## src/design/ucts_pkg.sv

```systemverilog
package ucts_pkg;

    // width of the transfer length and byte counters
    localparam int LENGTH_BITS = 16;

    localparam logic [7:0] DIR_IN_BIT   = 8'h80;
    localparam logic [6:0] PACKET_MIN   = 7'd8;
    localparam logic [6:0] PACKET_MAX   = 7'd64;
    localparam logic [6:0] SETUP_BYTES  = 7'd8;
    localparam logic [6:0] PACKET_RESET = 7'd8;

    typedef enum logic [2:0] {
        PH_IDLE   = 3'd0,
        PH_SETUP  = 3'd1,
        PH_DATA   = 3'd2,
        PH_STATUS = 3'd3
    } t_phase;

    typedef enum logic [1:0] {
        ACT_TOKEN  = 2'd0,
        ACT_FINISH = 2'd1,
        ACT_REJECT = 2'd2
    } t_action;

    typedef enum logic [1:0] {
        PID_SETUP = 2'd0,
        PID_IN    = 2'd1,
        PID_OUT   = 2'd2
    } t_pid;

    typedef enum logic [1:0] {
        ST_OK    = 2'd0,
        ST_DISC  = 2'd1,
        ST_STALL = 2'd2,
        ST_ERROR = 2'd3
    } t_status;

    typedef enum logic {
        FUNC_START  = 1'b0,
        FUNC_RESULT = 1'b1
    } t_func;

    // one input item
    typedef struct packed {
        logic        func;
        logic [7:0]  req_type;
        logic [7:0]  request;
        logic [15:0] value;
        logic [15:0] index;
        logic [15:0] length;
        logic [1:0]  token_status;
        logic [6:0]  received_len;
    } t_item;

    // one result item
    typedef struct packed {
        logic [1:0]  action;
        logic [1:0]  pid;
        logic        toggle;
        logic        write_before;
        logic [15:0] data_offset;
        logic [6:0]  data_len;
        logic [63:0] setup_word;
        logic [1:0]  done_status;
        logic [15:0] moved_len;
    } t_result;

endpackage

```

## src/design/ucts_in_stage.sv

```systemverilog
module ucts_in_stage (
    input  logic           i_clk,
    input  logic           i_rst_n,
    input  logic           i_valid,
    input  ucts_pkg::t_item i_item,
    input  logic           i_out_ready,
    output logic           o_stall,
    output logic           o_fire,
    output ucts_pkg::t_item o_item
);

    logic            r_valid;
    ucts_pkg::t_item r_item;
    logic            w_accept;

    // item moves on when the result register can take it
    assign o_fire   = r_valid & i_out_ready;
    assign o_stall  = r_valid & ~i_out_ready;
    assign w_accept = i_valid & ~o_stall;
    assign o_item   = r_item;

    // valid flag
    always_ff @(posedge i_clk) begin
        if (!i_rst_n) begin
            r_valid <= 1'b0;
        end else if (w_accept) begin
            r_valid <= 1'b1;
        end else if (o_fire) begin
            r_valid <= 1'b0;
        end
    end

    // payload
    always_ff @(posedge i_clk) begin
        if (w_accept) begin
            r_item <= i_item;
        end
    end

endmodule

```

## src/design/ucts_engine.sv

```systemverilog
module ucts_engine (
    input  logic              i_clk,
    input  logic              i_rst_n,
    input  logic              i_fire,
    input  ucts_pkg::t_item   i_item,
    input  logic [6:0]        i_ep0_max_packet,
    output ucts_pkg::t_result o_result
);

    localparam int LB = ucts_pkg::LENGTH_BITS;

    ucts_pkg::t_phase  r_phase, n_phase;
    logic              r_toggle, n_toggle;
    logic [LB-1:0]     r_left, n_left;
    logic [LB-1:0]     r_done, n_done;
    logic              r_dir_in, n_dir_in;
    logic [6:0]        r_chunk, n_chunk;

    logic [6:0]        w_mp;
    logic              w_busy;
    logic [LB-1:0]     w_len;
    logic [6:0]        w_got;
    logic [LB-1:0]     w_step;
    logic [LB-1:0]     w_left_tok;
    logic [LB-1:0]     w_done_tok;
    logic              w_tog_tok;
    logic              w_do_token;
    ucts_pkg::t_result w_res;

    // effective packet size, clamped to the legal range
    always_comb begin
        if (i_ep0_max_packet < ucts_pkg::PACKET_MIN) begin
            w_mp = ucts_pkg::PACKET_MIN;
        end else if (i_ep0_max_packet > ucts_pkg::PACKET_MAX) begin
            w_mp = ucts_pkg::PACKET_MAX;
        end else begin
            w_mp = i_ep0_max_packet;
        end
    end

    assign w_busy = (r_phase == ucts_pkg::PH_SETUP) || (r_phase == ucts_pkg::PH_DATA) ||
                    (r_phase == ucts_pkg::PH_STATUS);
    assign w_len  = i_item.length[LB-1:0];

    // bytes moved by the finished data token, long IN data clamped to the chunk
    always_comb begin
        if (r_dir_in) begin
            w_got = (i_item.received_len > r_chunk) ? r_chunk : i_item.received_len;
        end else begin
            w_got = r_chunk;
        end
        w_step = LB'(w_got);
    end

    // phase step and result
    always_comb begin
        n_phase    = r_phase;
        n_toggle   = r_toggle;
        n_left     = r_left;
        n_done     = r_done;
        n_dir_in   = r_dir_in;
        n_chunk    = r_chunk;
        w_left_tok = r_left;
        w_done_tok = r_done;
        w_tog_tok  = r_toggle;
        w_do_token = 1'b0;
        w_res      = '0;

        if (i_item.func == ucts_pkg::FUNC_START) begin
            if (w_busy) begin
                w_res.action = ucts_pkg::ACT_REJECT;
            end else begin
                n_dir_in = (i_item.req_type & ucts_pkg::DIR_IN_BIT) != 8'd0;
                n_left   = w_len;
                n_done   = '0;
                n_chunk  = '0;
                n_toggle = 1'b0;
                n_phase  = ucts_pkg::PH_SETUP;
                w_res.action       = ucts_pkg::ACT_TOKEN;
                w_res.pid          = ucts_pkg::PID_SETUP;
                w_res.toggle       = 1'b0;
                w_res.write_before = 1'b1;
                w_res.data_offset  = '0;
                w_res.data_len     = ucts_pkg::SETUP_BYTES;
                w_res.setup_word   = {16'(w_len), i_item.index, i_item.value,
                                      i_item.request, i_item.req_type};
            end
        end else if (!w_busy) begin
            n_phase      = ucts_pkg::PH_IDLE;
            w_res.action = ucts_pkg::ACT_REJECT;
        end else if (i_item.token_status != ucts_pkg::ST_OK) begin
            n_phase           = ucts_pkg::PH_IDLE;
            w_res.action      = ucts_pkg::ACT_FINISH;
            w_res.done_status = i_item.token_status;
            w_res.moved_len   = 16'(r_done);
        end else if (r_phase == ucts_pkg::PH_SETUP) begin
            n_toggle   = 1'b1;
            w_tog_tok  = 1'b1;
            w_do_token = 1'b1;
        end else if (r_phase == ucts_pkg::PH_DATA) begin
            n_toggle   = ~r_toggle;
            w_tog_tok  = ~r_toggle;
            w_done_tok = r_done + w_step;
            if (r_dir_in && (w_got < w_mp)) begin
                w_left_tok = '0;
            end else begin
                w_left_tok = r_left - w_step;
            end
            n_left     = w_left_tok;
            n_done     = w_done_tok;
            w_do_token = 1'b1;
        end else begin
            n_phase           = ucts_pkg::PH_IDLE;
            w_res.action      = ucts_pkg::ACT_FINISH;
            w_res.done_status = ucts_pkg::ST_OK;
            w_res.moved_len   = 16'(r_done);
        end

        // next data or status token
        if (w_do_token) begin
            w_res.action      = ucts_pkg::ACT_TOKEN;
            w_res.data_offset = 16'(w_done_tok);
            if (w_left_tok != '0) begin
                if (w_left_tok > LB'(w_mp)) begin
                    n_chunk = w_mp;
                end else begin
                    n_chunk = w_left_tok[6:0];
                end
                n_phase        = ucts_pkg::PH_DATA;
                w_res.toggle   = w_tog_tok;
                w_res.data_len = n_chunk;
                if (r_dir_in) begin
                    w_res.pid          = ucts_pkg::PID_IN;
                    w_res.write_before = 1'b0;
                end else begin
                    w_res.pid          = ucts_pkg::PID_OUT;
                    w_res.write_before = 1'b1;
                end
            end else begin
                n_phase        = ucts_pkg::PH_STATUS;
                w_res.toggle   = 1'b1;
                w_res.data_len = '0;
                if (r_dir_in) begin
                    w_res.pid          = ucts_pkg::PID_OUT;
                    w_res.write_before = 1'b1;
                end else begin
                    w_res.pid          = ucts_pkg::PID_IN;
                    w_res.write_before = 1'b0;
                end
            end
        end
    end

    assign o_result = w_res;

    // transfer state
    always_ff @(posedge i_clk) begin
        if (!i_rst_n) begin
            r_phase  <= ucts_pkg::PH_IDLE;
            r_toggle <= 1'b0;
            r_left   <= '0;
            r_done   <= '0;
            r_dir_in <= 1'b0;
            r_chunk  <= '0;
        end else if (i_fire) begin
            r_phase  <= n_phase;
            r_toggle <= n_toggle;
            r_left   <= n_left;
            r_done   <= n_done;
            r_dir_in <= n_dir_in;
            r_chunk  <= n_chunk;
        end
    end

endmodule

```

## src/design/ucts_out_stage.sv

```systemverilog
module ucts_out_stage (
    input  logic              i_clk,
    input  logic              i_rst_n,
    input  logic              i_fire,
    input  ucts_pkg::t_result i_result,
    input  logic              i_stall,
    output logic              o_ready,
    output logic              o_valid,
    output ucts_pkg::t_result o_result
);

    logic              r_valid;
    ucts_pkg::t_result r_result;

    // free when empty or when the held item leaves this cycle
    assign o_ready  = ~r_valid | ~i_stall;
    assign o_valid  = r_valid;
    assign o_result = r_result;

    // valid flag
    always_ff @(posedge i_clk) begin
        if (!i_rst_n) begin
            r_valid <= 1'b0;
        end else if (i_fire) begin
            r_valid <= 1'b1;
        end else if (!i_stall) begin
            r_valid <= 1'b0;
        end
    end

    // payload
    always_ff @(posedge i_clk) begin
        if (i_fire) begin
            r_result <= i_result;
        end
    end

endmodule

```

## src/design/usb_control_transfer_sequencer.sv

```systemverilog
// Host-side USB control transfer sequencer. Each input item (a start request or
// the outcome of the last issued token) gives exactly one result item: the next
// token to issue, a finish with status and data stage length, or a rejection.
// One item is taken every clock cycle while o_stall is low; an item's result is
// presented once the item has passed the input register and the result
// register. The result register frees itself in the cycle its item is
// taken, so a full stream runs without gaps. ep0_max_packet is written through
// the configuration channel, whose ready is always high; write it only while no
// transfer is in flight.
module usb_control_transfer_sequencer (
    input  logic        i_clk,
    input  logic        i_rst_n,
    // input items
    input  logic        i_valid,
    output logic        o_stall,
    input  logic        i_func,
    input  logic [7:0]  i_req_type,
    input  logic [7:0]  i_request,
    input  logic [15:0] i_value,
    input  logic [15:0] i_index,
    input  logic [15:0] i_length,
    input  logic [1:0]  i_token_status,
    input  logic [6:0]  i_received_len,
    // result items
    output logic        o_valid,
    input  logic        i_stall,
    output logic [1:0]  o_action,
    output logic [1:0]  o_pid,
    output logic        o_toggle,
    output logic        o_write_before,
    output logic [15:0] o_data_offset,
    output logic [6:0]  o_data_len,
    output logic [63:0] o_setup_word,
    output logic [1:0]  o_done_status,
    output logic [15:0] o_moved_len,
    // configuration
    input  logic        i_cfg_valid,
    output logic        o_cfg_ready,
    input  logic [6:0]  i_cfg_data
);

    ucts_pkg::t_item   w_in_item;
    ucts_pkg::t_item   w_item;
    ucts_pkg::t_result w_next;
    ucts_pkg::t_result w_out;
    logic              w_fire;
    logic              w_out_ready;
    logic [6:0]        r_ep0_max_packet;

    // packet size register
    assign o_cfg_ready = 1'b1;

    always_ff @(posedge i_clk) begin
        if (!i_rst_n) begin
            r_ep0_max_packet <= ucts_pkg::PACKET_RESET;
        end else if (i_cfg_valid && o_cfg_ready) begin
            r_ep0_max_packet <= i_cfg_data;
        end
    end

    // gather input fields
    always_comb begin
        w_in_item.func         = i_func;
        w_in_item.req_type     = i_req_type;
        w_in_item.request      = i_request;
        w_in_item.value        = i_value;
        w_in_item.index        = i_index;
        w_in_item.length       = i_length;
        w_in_item.token_status = i_token_status;
        w_in_item.received_len = i_received_len;
    end

    ucts_in_stage u_in (
        .i_clk       (i_clk),
        .i_rst_n     (i_rst_n),
        .i_valid     (i_valid),
        .i_item      (w_in_item),
        .i_out_ready (w_out_ready),
        .o_stall     (o_stall),
        .o_fire      (w_fire),
        .o_item      (w_item)
    );

    ucts_engine u_engine (
        .i_clk            (i_clk),
        .i_rst_n          (i_rst_n),
        .i_fire           (w_fire),
        .i_item           (w_item),
        .i_ep0_max_packet (r_ep0_max_packet),
        .o_result         (w_next)
    );

    ucts_out_stage u_out (
        .i_clk    (i_clk),
        .i_rst_n  (i_rst_n),
        .i_fire   (w_fire),
        .i_result (w_next),
        .i_stall  (i_stall),
        .o_ready  (w_out_ready),
        .o_valid  (o_valid),
        .o_result (w_out)
    );

    // spread result fields
    assign o_action       = w_out.action;
    assign o_pid          = w_out.pid;
    assign o_toggle       = w_out.toggle;
    assign o_write_before = w_out.write_before;
    assign o_data_offset  = w_out.data_offset;
    assign o_data_len     = w_out.data_len;
    assign o_setup_word   = w_out.setup_word;
    assign o_done_status  = w_out.done_status;
    assign o_moved_len    = w_out.moved_len;

endmodule
```

## config.mk

```make
export PLATFORM = sky130hd
export DESIGN_NAME = usb_control_transfer_sequencer
export DESIGN_NICKNAME = d
export VERILOG_FILES = /design/src/design/ucts_pkg.sv /design/src/design/ucts_in_stage.sv /design/src/design/ucts_engine.sv /design/src/design/ucts_out_stage.sv /design/src/design/usb_control_transfer_sequencer.sv
export SDC_FILE = /design/constraint.sdc
export NUM_CORES = 1
export LEC_CHECK = 0
export BUFFER_PORTS_ARGS = -buffer_cell sky130_fd_sc_hd__buf_4
export CAP_MARGIN = 20
export CORE_MARGIN = 1.5
export CORE_UTILIZATION = 30
export DETAILED_ROUTE_END_ITERATION = 6
export PLACE_DENSITY = 0.5
export RECOVER_POWER = 100
export SLEW_MARGIN = 20
export SYNTH_ARGS = -nofsm -noshare
export SYNTH_HDL_FRONTEND = slang
export SYNTH_SLANG_ARGS = --single-unit
```

## constraint.sdc

```tcl
create_clock -name i_clk -period 4.9 [get_ports i_clk]
set_input_delay 0.735 -clock i_clk [delete_from_list [all_inputs] [get_ports i_clk]]
set_output_delay 0.735 -clock i_clk [all_outputs]
set_load 0.01 [all_outputs]
```

==> out/qor.csv, run 1 <==
stage;metric;value;unit
floorplanning;die width;190.1;um
cts;Num CTS Buffers;28;
place;Post-DP HPWL;19.25;mm
logic_synthesis;synthesized area per cell;12.09;um2
drt;WL met1;12.45;mm
cells_and_area;final instance area;13660;um2
worst_setup_path;CP max FO;7;
place;routability cong.;0.8532;
floorplanning;Initial Utilization;30.42;%
cells_and_area;most frequent cells in the layout;185 x edfxtp_1, 122 x clkbuf_1, 74 x clkbuf_4;
cells_and_area;fin nets;1251;
power_and_ir_drop;switching share of power;22.59;%
cells_and_area;Antenna Cells;0;
place;IO buf count;198;
sta;Max-Slew Margin vs Limit;-120.9;%
worst_hold_path;Hold WC Path Type;input port to flop;
logic_synthesis;Syn. warnings;0;
grt;largest net degree at the start of global routing;59;
logic_synthesis;number of enable flip-flop cells after synthesis;185;
logic_synthesis;synthesized area;10510;um2
grt;antenna violations before repair;0;
floorplanning;Ports;200;
grt;GRT Util Overall;15.09;%
floorplanning;Die Y;190.1;um
logic_synthesis;Synth async-reset ratio;0;%
drt;# DRC;0;
cells_and_area;layout cells sized above 1;21.31;%
logic_synthesis;Synth area leaders;edfxtp_1 53%, dfxtp_1 9.9%, ha_1 4.8%, and2_1 4.2%, a21oi_1 2.7%;
sta;final setup margin;-86.70;ps
sta;Slew @ Worst Pin;3313;ps
drt;WL met2;12.07;mm
sta;setup TNS;-332.7;ps
worst_setup_path;Critical Path End Type;flop;
sta;Period Utilization, post-route;101.8;%
cts;root buf cell;clkbuf_16;
power_and_ir_drop;power share of the combinational group;9.2;%
floorplanning;Die ar.;36150;um2
cells_and_area;Syn-to-layout area delta;30.05;%
logic_synthesis;largest area contributor in the netlist;edfxtp_1;
floorplanning;core area;34540;um2
sta;Worst Skew;14.01;ps
drt;vias per cell;4.702;
power_and_ir_drop;Worst VDD drop;233.7;uV
power_and_ir_drop;total power;0.005068;W
logic_synthesis;share of the synthesized area in the top cell type;52.88;%
cts;Sink Count;237;
worst_setup_path;worst endpoint data arrival time;5280;ps
logic_synthesis;Synth Register Bits;237;
logic_synthesis;post-synth net total;997;
outcome;violated checks;max-capacitance violations, max-slew violations, negative setup slack;
logic_synthesis;Primary FF master, synth;edfxtp_1;
cts;CTS Hold Buffers Added;0;
drt;via count;7523;
sta;f_max;0.2005;GHz
drt;DR WL/cell;17.22;um
grt;vias in the first global route;7575;
sta;fin. max-slew vios;230;
logic_synthesis;sequential share of the synthesized area;62.78;%
outcome;outcome;complete, but fails checks;
drt;drt total wl;27.55;mm
cts;Clock Path Buffers;3;
worst_setup_path;CP Class;flop to flop;
flow_run;maxcap violations;6;
power_and_ir_drop;Clk network pwr share;45.1;%
power_and_ir_drop;power per cell area;370.9;nW/um2
grt;first-pass GRT wire length;42.57;mm
sta;WHS;386.9;ps
cts;clock-pin slew on the worst setup and hold paths;70;ps
drt;DR pass1 iterations;5;
worst_setup_path;Worst Path Required;5190;ps
place;placed instance area;12880;um2
drt;DRT iter0 DRCs;404;
floorplanning;Std-Cell Rows;68;
cts;number of H-tree levels;1;
power_and_ir_drop;Net Sw Power;0.001145;W
cts;later-pin clock latency in the skew report;540;ps
drt;Highest Signal Layer;met4;
logic_synthesis;Distinct cells, synth;63;
drt;Post-DRT Antenna Nets;0;
logic_synthesis;Mapped Cells;869;
worst_setup_path;startpoint types;flop;
sta;Tmin final;4987;ps
sta;final setup vio count;6;
cts;CTS tree;yes;
sta;Fin. Hold Viols;0;
power_and_ir_drop;Internal;0.003923;W
cells_and_area;leading cell type in the layout, fill and taps excluded;edfxtp_1;
drt;routed wl met3;2.548;mm
sta;RSZ-0062 raised after global routing;true;
power_and_ir_drop;cell leakage power;5.018;nW
power_and_ir_drop;Seq pwr share;45.7;%
grt;total gr overflow;0;
kinds of logic after synthesis:
family | synth area share [%]
other | 0.03569
adders and majority gates | 5.145
muxes | 1.965
and+or+nand+nor | 15.14
AOI/OAI and AO/OA | 10.92
xor gates and xnor gates | 1.334
DFF | 62.78
buffers and inverters | 2.680
sequential cells by signal, summed over array words and instances (netlist names):
name	count
r_ep0_max_packet	7
u_out.o_result	111
u_in.r_valid	1
u_engine.r_phase	2
u_in.o_item	74
u_engine.r_chunk	7
u_out.o_valid	1
u_engine.r_dir_in	1
u_engine.r_left	16
u_engine.r_done	16
u_engine.r_toggle	1
path summary, 6_finish.rpt:
check / start / endpoint / slack, ps / depth (start not counted)
setup / recovery: u_in.o_item[4] / u_out.o_result[85] / -90 / 24
hold / removal: i_received_len[1] / u_in.o_item[1] / 390 / 1
setup reg to reg: u_in.o_item[4] / u_out.o_result[85] / -90 / 24
hold reg to reg: u_engine.r_chunk[4] / u_engine.r_chunk[4] / 460 / 1
per-stage QoR:
step           setup slack (ps)  utilization (%)  std cells
2_1_floorplan            -15.60                -        869
3_3_place_gp             -125.5            37.28       1538
3_5_place_dp             -166.7            37.28       1538
4_1_cts                  -6.122            40.62       1596
5_1_grt                  -387.5            39.55       1600
6_report                 -86.70            39.55       1600
metal layers:
| metal | vias up | global-route usage, % |
|---|---|---|
| li1 | 3703 | - |
| met1 | 3556 | 19.47 |
| met2 | 229 | 24.24 |
| met3 | 35 | 5.294 |
| met4 | 0 | 3.452 |
| met5 | - | 0 |
timing repair:
action	4_1_cts	5_1_grt
hold endpoints to repair	0	0
cloned	1	0
setup buffers	5	4
pin swaps	10	10
resized for setup	22	14
endpoints found under the setup margin	12	19
cell type report:
| cell class | instances | area (um2) |
|---|---|---|
| clock buffers | 37 | 827.0 |
| clock inverters | 15 | 211.5 |
| fillers | 3510 | 20880 |
| inverters | 38 | 143.9 |
| multi-input cells | 558 | 3807 |
| flip-flops and latches | 237 | 6599 |
| well taps | 455 | 569.3 |
| repair buffers | 260 | 1505 |
worst max-delay path, stage by stage (launching register included):
cell      delay (ps)
edfxtp_1         430
ha_4             250
a211oi_4         200
nor2_2            80
o41ai_4          340
buf_6            180
nand2_2           50
o21ai_2           60
ha_1             260
a211o_1          270
a211oi_2         250
o21ai_1          120
mux2_4           280
and2_4           140
mux2_4           290
ha_4             220
nor2b_4          120
o21ai_1          120
nand2b_1          80
a21oi_2          120
o21ai_1           60
o211ai_1         180
nand3_4          210
mux2i_2          210
a22o_1           210
cell usage after synthesis (5+ instances only):
cell / count
a211oi_1: 6
a21o_1: 5
a21oi_1: 56
a31oi_1: 5
and2_1: 70
and3_1: 25
clkbuf_1: 35
dfxtp_1: 52
edfxtp_1: 185
ha_1: 40
inv_1: 37
mux2i_1: 15
nand2_1: 46
nand2b_1: 7
nand3_1: 9
nand4_1: 6
nor2_1: 72
nor2b_1: 8
nor3_1: 16
nor4_1: 15
o21a_1: 11
o21ai_0: 42
o22ai_1: 5
o2bb2ai_1: 11
o31ai_1: 7
xnor2_1: 11
xor2_1: 5
power groups by stage:
stage          Combinational, W  Clock (W)  Sequential, W
2_1_floorplan          0.000232          0        0.00237
3_3_place_gp           0.000489          0        0.00235
3_5_place_dp           0.000493          0        0.00235
4_1_cts                0.000503    0.00235        0.00231
5_1_grt                0.000518    0.00242        0.00233
6_report               0.000468    0.00228        0.00232
Power figures use the tool's default switching activity.
==> inputs of run 2 (changes only) <==
--- a/config.mk
+++ b/config.mk
@@ -5,12 +5,14 @@
 export SDC_FILE = /design/constraint.sdc
 export NUM_CORES = 1
 export LEC_CHECK = 0
+export ABC_AREA = 1
 export BUFFER_PORTS_ARGS = -buffer_cell sky130_fd_sc_hd__buf_4
 export CAP_MARGIN = 20
 export CORE_MARGIN = 1.5
-export CORE_UTILIZATION = 30
+export CORE_UTILIZATION = 35
+export CTS_BUF_LIST = sky130_fd_sc_hd__clkbuf_4 sky130_fd_sc_hd__clkbuf_8 sky130_fd_sc_hd__clkbuf_16
 export DETAILED_ROUTE_END_ITERATION = 6
-export PLACE_DENSITY = 0.5
+export PLACE_DENSITY = 0.56
 export RECOVER_POWER = 100
 export SLEW_MARGIN = 20
 export SYNTH_ARGS = -nofsm -noshare
==> out/qor.csv, run 2 <==
stage;metric;value;unit;change
cells_and_area;leading cell type in the layout, fill and taps excluded;nand2_1;;
grt;largest net degree at the start of global routing;67;;+14%
cells_and_area;final instance area;13910;um2;+1.8%
cts;CTS Hold Buffers Added;0;;unchanged
outcome;violated checks;max-capacitance violations, max-slew violations;;
logic_synthesis;number of enable flip-flop cells after synthesis;185;;unchanged
logic_synthesis;Syn. warnings;0;;unchanged
grt;GRT Util Overall;16.25;%;+1.2 points
cts;Num CTS Buffers;27;;-3.6%
drt;DR pass1 iterations;5;;unchanged
worst_setup_path;CP max FO;8;;+1
power_and_ir_drop;cell leakage power;6.111;nW;+22%
cts;Clock Path Buffers;3;;unchanged
cells_and_area;Largest register FFs;111;;unchanged
grt;antenna violations before repair;0;;unchanged
floorplanning;Initial Utilization;35.74;%;+5.3 points
worst_setup_path;CP top delay family;simple AND/OR/NAND/NOR gates;;
floorplanning;Die Y;180.0;um;-5.3%
place;routability cong.;0.8660;;+1.5%
logic_synthesis;synthesized area;10960;um2;+4.3%
floorplanning;Std-Cell Rows;64;;-5.9%
cells_and_area;most frequent cells in the layout;232 x nand2_1, 197 x inv_1, 185 x edfxtp_1;;
logic_synthesis;post-synth net total;1259;;+26%
cells_and_area;layout cells sized above 1;17.72;%;-3.6 points
sta;final setup vio count;0;;-6
worst_hold_path;Hold WC Path Type;input port to flop;;
power_and_ir_drop;power per cell area;374.3;nW/um2;+0.90%
floorplanning;die width;180.0;um;-5.3%
logic_synthesis;count leader, synth;nand2_1;;
drt;vias per cell;4.657;;-0.96%
place;IO buf count;198;;unchanged
logic_synthesis;share of the synthesized area in the top cell type;50.68;%;-2.2 points
drt;DR WL/cell;15.14;um;-12%
worst_setup_path;cell at the slowest stage of the critical path;edfxtp_1;;
drt;# DRC;0;;unchanged
sta;f_max;0.2152;GHz;+7.3%
worst_setup_path;worst endpoint data arrival time;5130;ps;-150 ps
floorplanning;core area;30670;um2;-11%
worst_setup_path;startpoint types;flop;;
cts;Sink Count;237;;unchanged
worst_setup_path;Worst Path Required;5380;ps;+190 ps
logic_synthesis;Primary FF master, synth;edfxtp_1;;
logic_synthesis;Synth area leaders;edfxtp_1 51%, dfxtp_1 9.5%, nand2_1 8.4%, inv_1 7.0%, ha_1 4.6%;;
drt;via count;8308;;+10%
logic_synthesis;sequential share of the synthesized area;60.18;%;-2.6 points
sta;Tmin final;4648;ps;-338.8 ps
sta;fin. max-slew vios;111;;-52%
sta;Slew @ Worst Pin;2033;ps;-1280 ps
drt;Post-DRT Antenna Nets;0;;unchanged
grt;total gr overflow;0;;unchanged
sta;Period Utilization, post-route;94.85;%;-6.9 points
floorplanning;Die ar.;32390;um2;-10%
place;placed instance area;13090;um2;+1.6%
worst_setup_path;buffers and inverters on the worst path;6;;+5
cells_and_area;final core occ;45.35;%;+5.8 points
cts;number of H-tree levels;1;;unchanged
flow_run;maxcap violations;2;;-4
cts;root buf cell;clkbuf_16;;
drt;DRT iter0 DRCs;403;;-0.25%
logic_synthesis;Distinct cells, synth;45;;-29%
cts;later-pin clock latency in the skew report;530;ps;about the same
sta;Fin. Hold Viols;0;;unchanged
cells_and_area;fin nets;1497;;+20%
cts;clock-pin slew on the worst setup and hold paths;60;ps;about the same
logic_synthesis;Mapped Cells;1131;;+30%
outcome;outcome;complete, but fails checks;;
logic_synthesis;Commonest cells post-synth;245 x nand2_1, 203 x inv_1, 185 x edfxtp_1;;
drt;drt total wl;27.01;mm;-1.9%
worst_setup_path;CP Class;flop to flop;;
logic_synthesis;synthesized area per cell;9.692;um2;-20%
power_and_ir_drop;total power;0.005206;W;+2.7%
worst_setup_path;Worst path max stage delay;390;ps;-40 ps
cells_and_area;Antenna Cells;0;;unchanged
floorplanning;Ports;200;;unchanged
place;Post-DP HPWL;18.96;mm;-1.5%
cts;CTS tree;yes;;
sta;Max-Slew Margin vs Limit;-35.56;%;+85 points
sta;Worst Skew;14.72;ps;+0.7052 ps
grt;first-pass GRT wire length;42.38;mm;-0.44%
worst_setup_path;Critical Path End Type;flop;;
logic_synthesis;Synth async-reset ratio;0;%;unchanged
power_and_ir_drop;Worst VDD drop;281.5;uV;+20%
sta;WHS;403.3;ps;+16.39 ps
logic_synthesis;Synth Register Bits;237;;unchanged
cells_and_area;fillers;2960;;-16%
grt;vias in the first global route;8006;;+5.7%
logic_synthesis;largest area contributor in the netlist;edfxtp_1;;
cells_and_area;Syn-to-layout area delta;26.89;%;
-- run 2: layout make-up --
class / count / area, um2 / area share, %
sequential: 237 / 6598 / 47.43
clock buffer: 32 / 719.4 / 5.172
multi-input combinational: 650 / 3625 / 26.06
tap: 396 / 495.5 / 3.562
timing repair buffer: 244 / 1403 / 10.08
clock inverter: 16 / 281.5 / 2.024
inverter: 209 / 788.3 / 5.667
-- run 2: cells by family (layout without fill, tap and decap cells) --
kind of cell,Yosys count,count (layout),synth area share [%]
compound gates,156,156,7.921
xor+xnor,16,16,1.347
fa+ha+maj,42,42,4.931
buf+inv,245,501,8.595
flops,237,237,60.18
other cells,1,1,0.03421
simple gates,434,435,17.00
-- run 2: through the flow --
step | TNS (ps) | instances | setup slack (ps)
2_1_floorplan | 0 | 1131 | 344.8
3_3_place_gp | 0 | 1728 | 1.951
3_5_place_dp | -383.1 | 1728 | -48.61
4_1_cts | 0 | 1776 | 20.36
5_1_grt | -281.0 | 1784 | -47.06
6_report | 0 | 1784 | 252.1
-- run 2: report_power, final --
group,switching [W],total [W],internal [W]
combinational,0.000387,0.000623,0.000237
clock,0.000798,0.00226,0.00146
sequential,0.0000429,0.00232,0.00228
-- run 2: what timing repair did --
item,CTS,global route
setup endpoints to repair,14,14
pin swaps,0,21
resized for setup,1,57
cloned,0,1
setup buffers,0,7
-- run 2: final timing paths --
kind | to | slack [ps] | cells past startpoint | start
hold / removal | u_in.o_item[34] | 400 | 1 | i_index[9]
setup reg to reg | u_engine.r_chunk[6] | 250 | 35 | u_in.o_item[6]
setup / recovery | u_engine.r_chunk[6] | 250 | 35 | u_in.o_item[6]
hold reg to reg | r_ep0_max_packet[3] | 490 | 2 | r_ep0_max_packet[3]
-- run 2: layer usage --
layer / wire [um] / GRT usage [%] / vias to the layer above
li1: - / - / 4186
met1: 11910 / 20.79 / 3857
met2: 12780 / 27.57 / 223
met3: 1656 / 3.525 / 42
met4: 673 / 4.767 / 0
met5: 0 / 0 / -
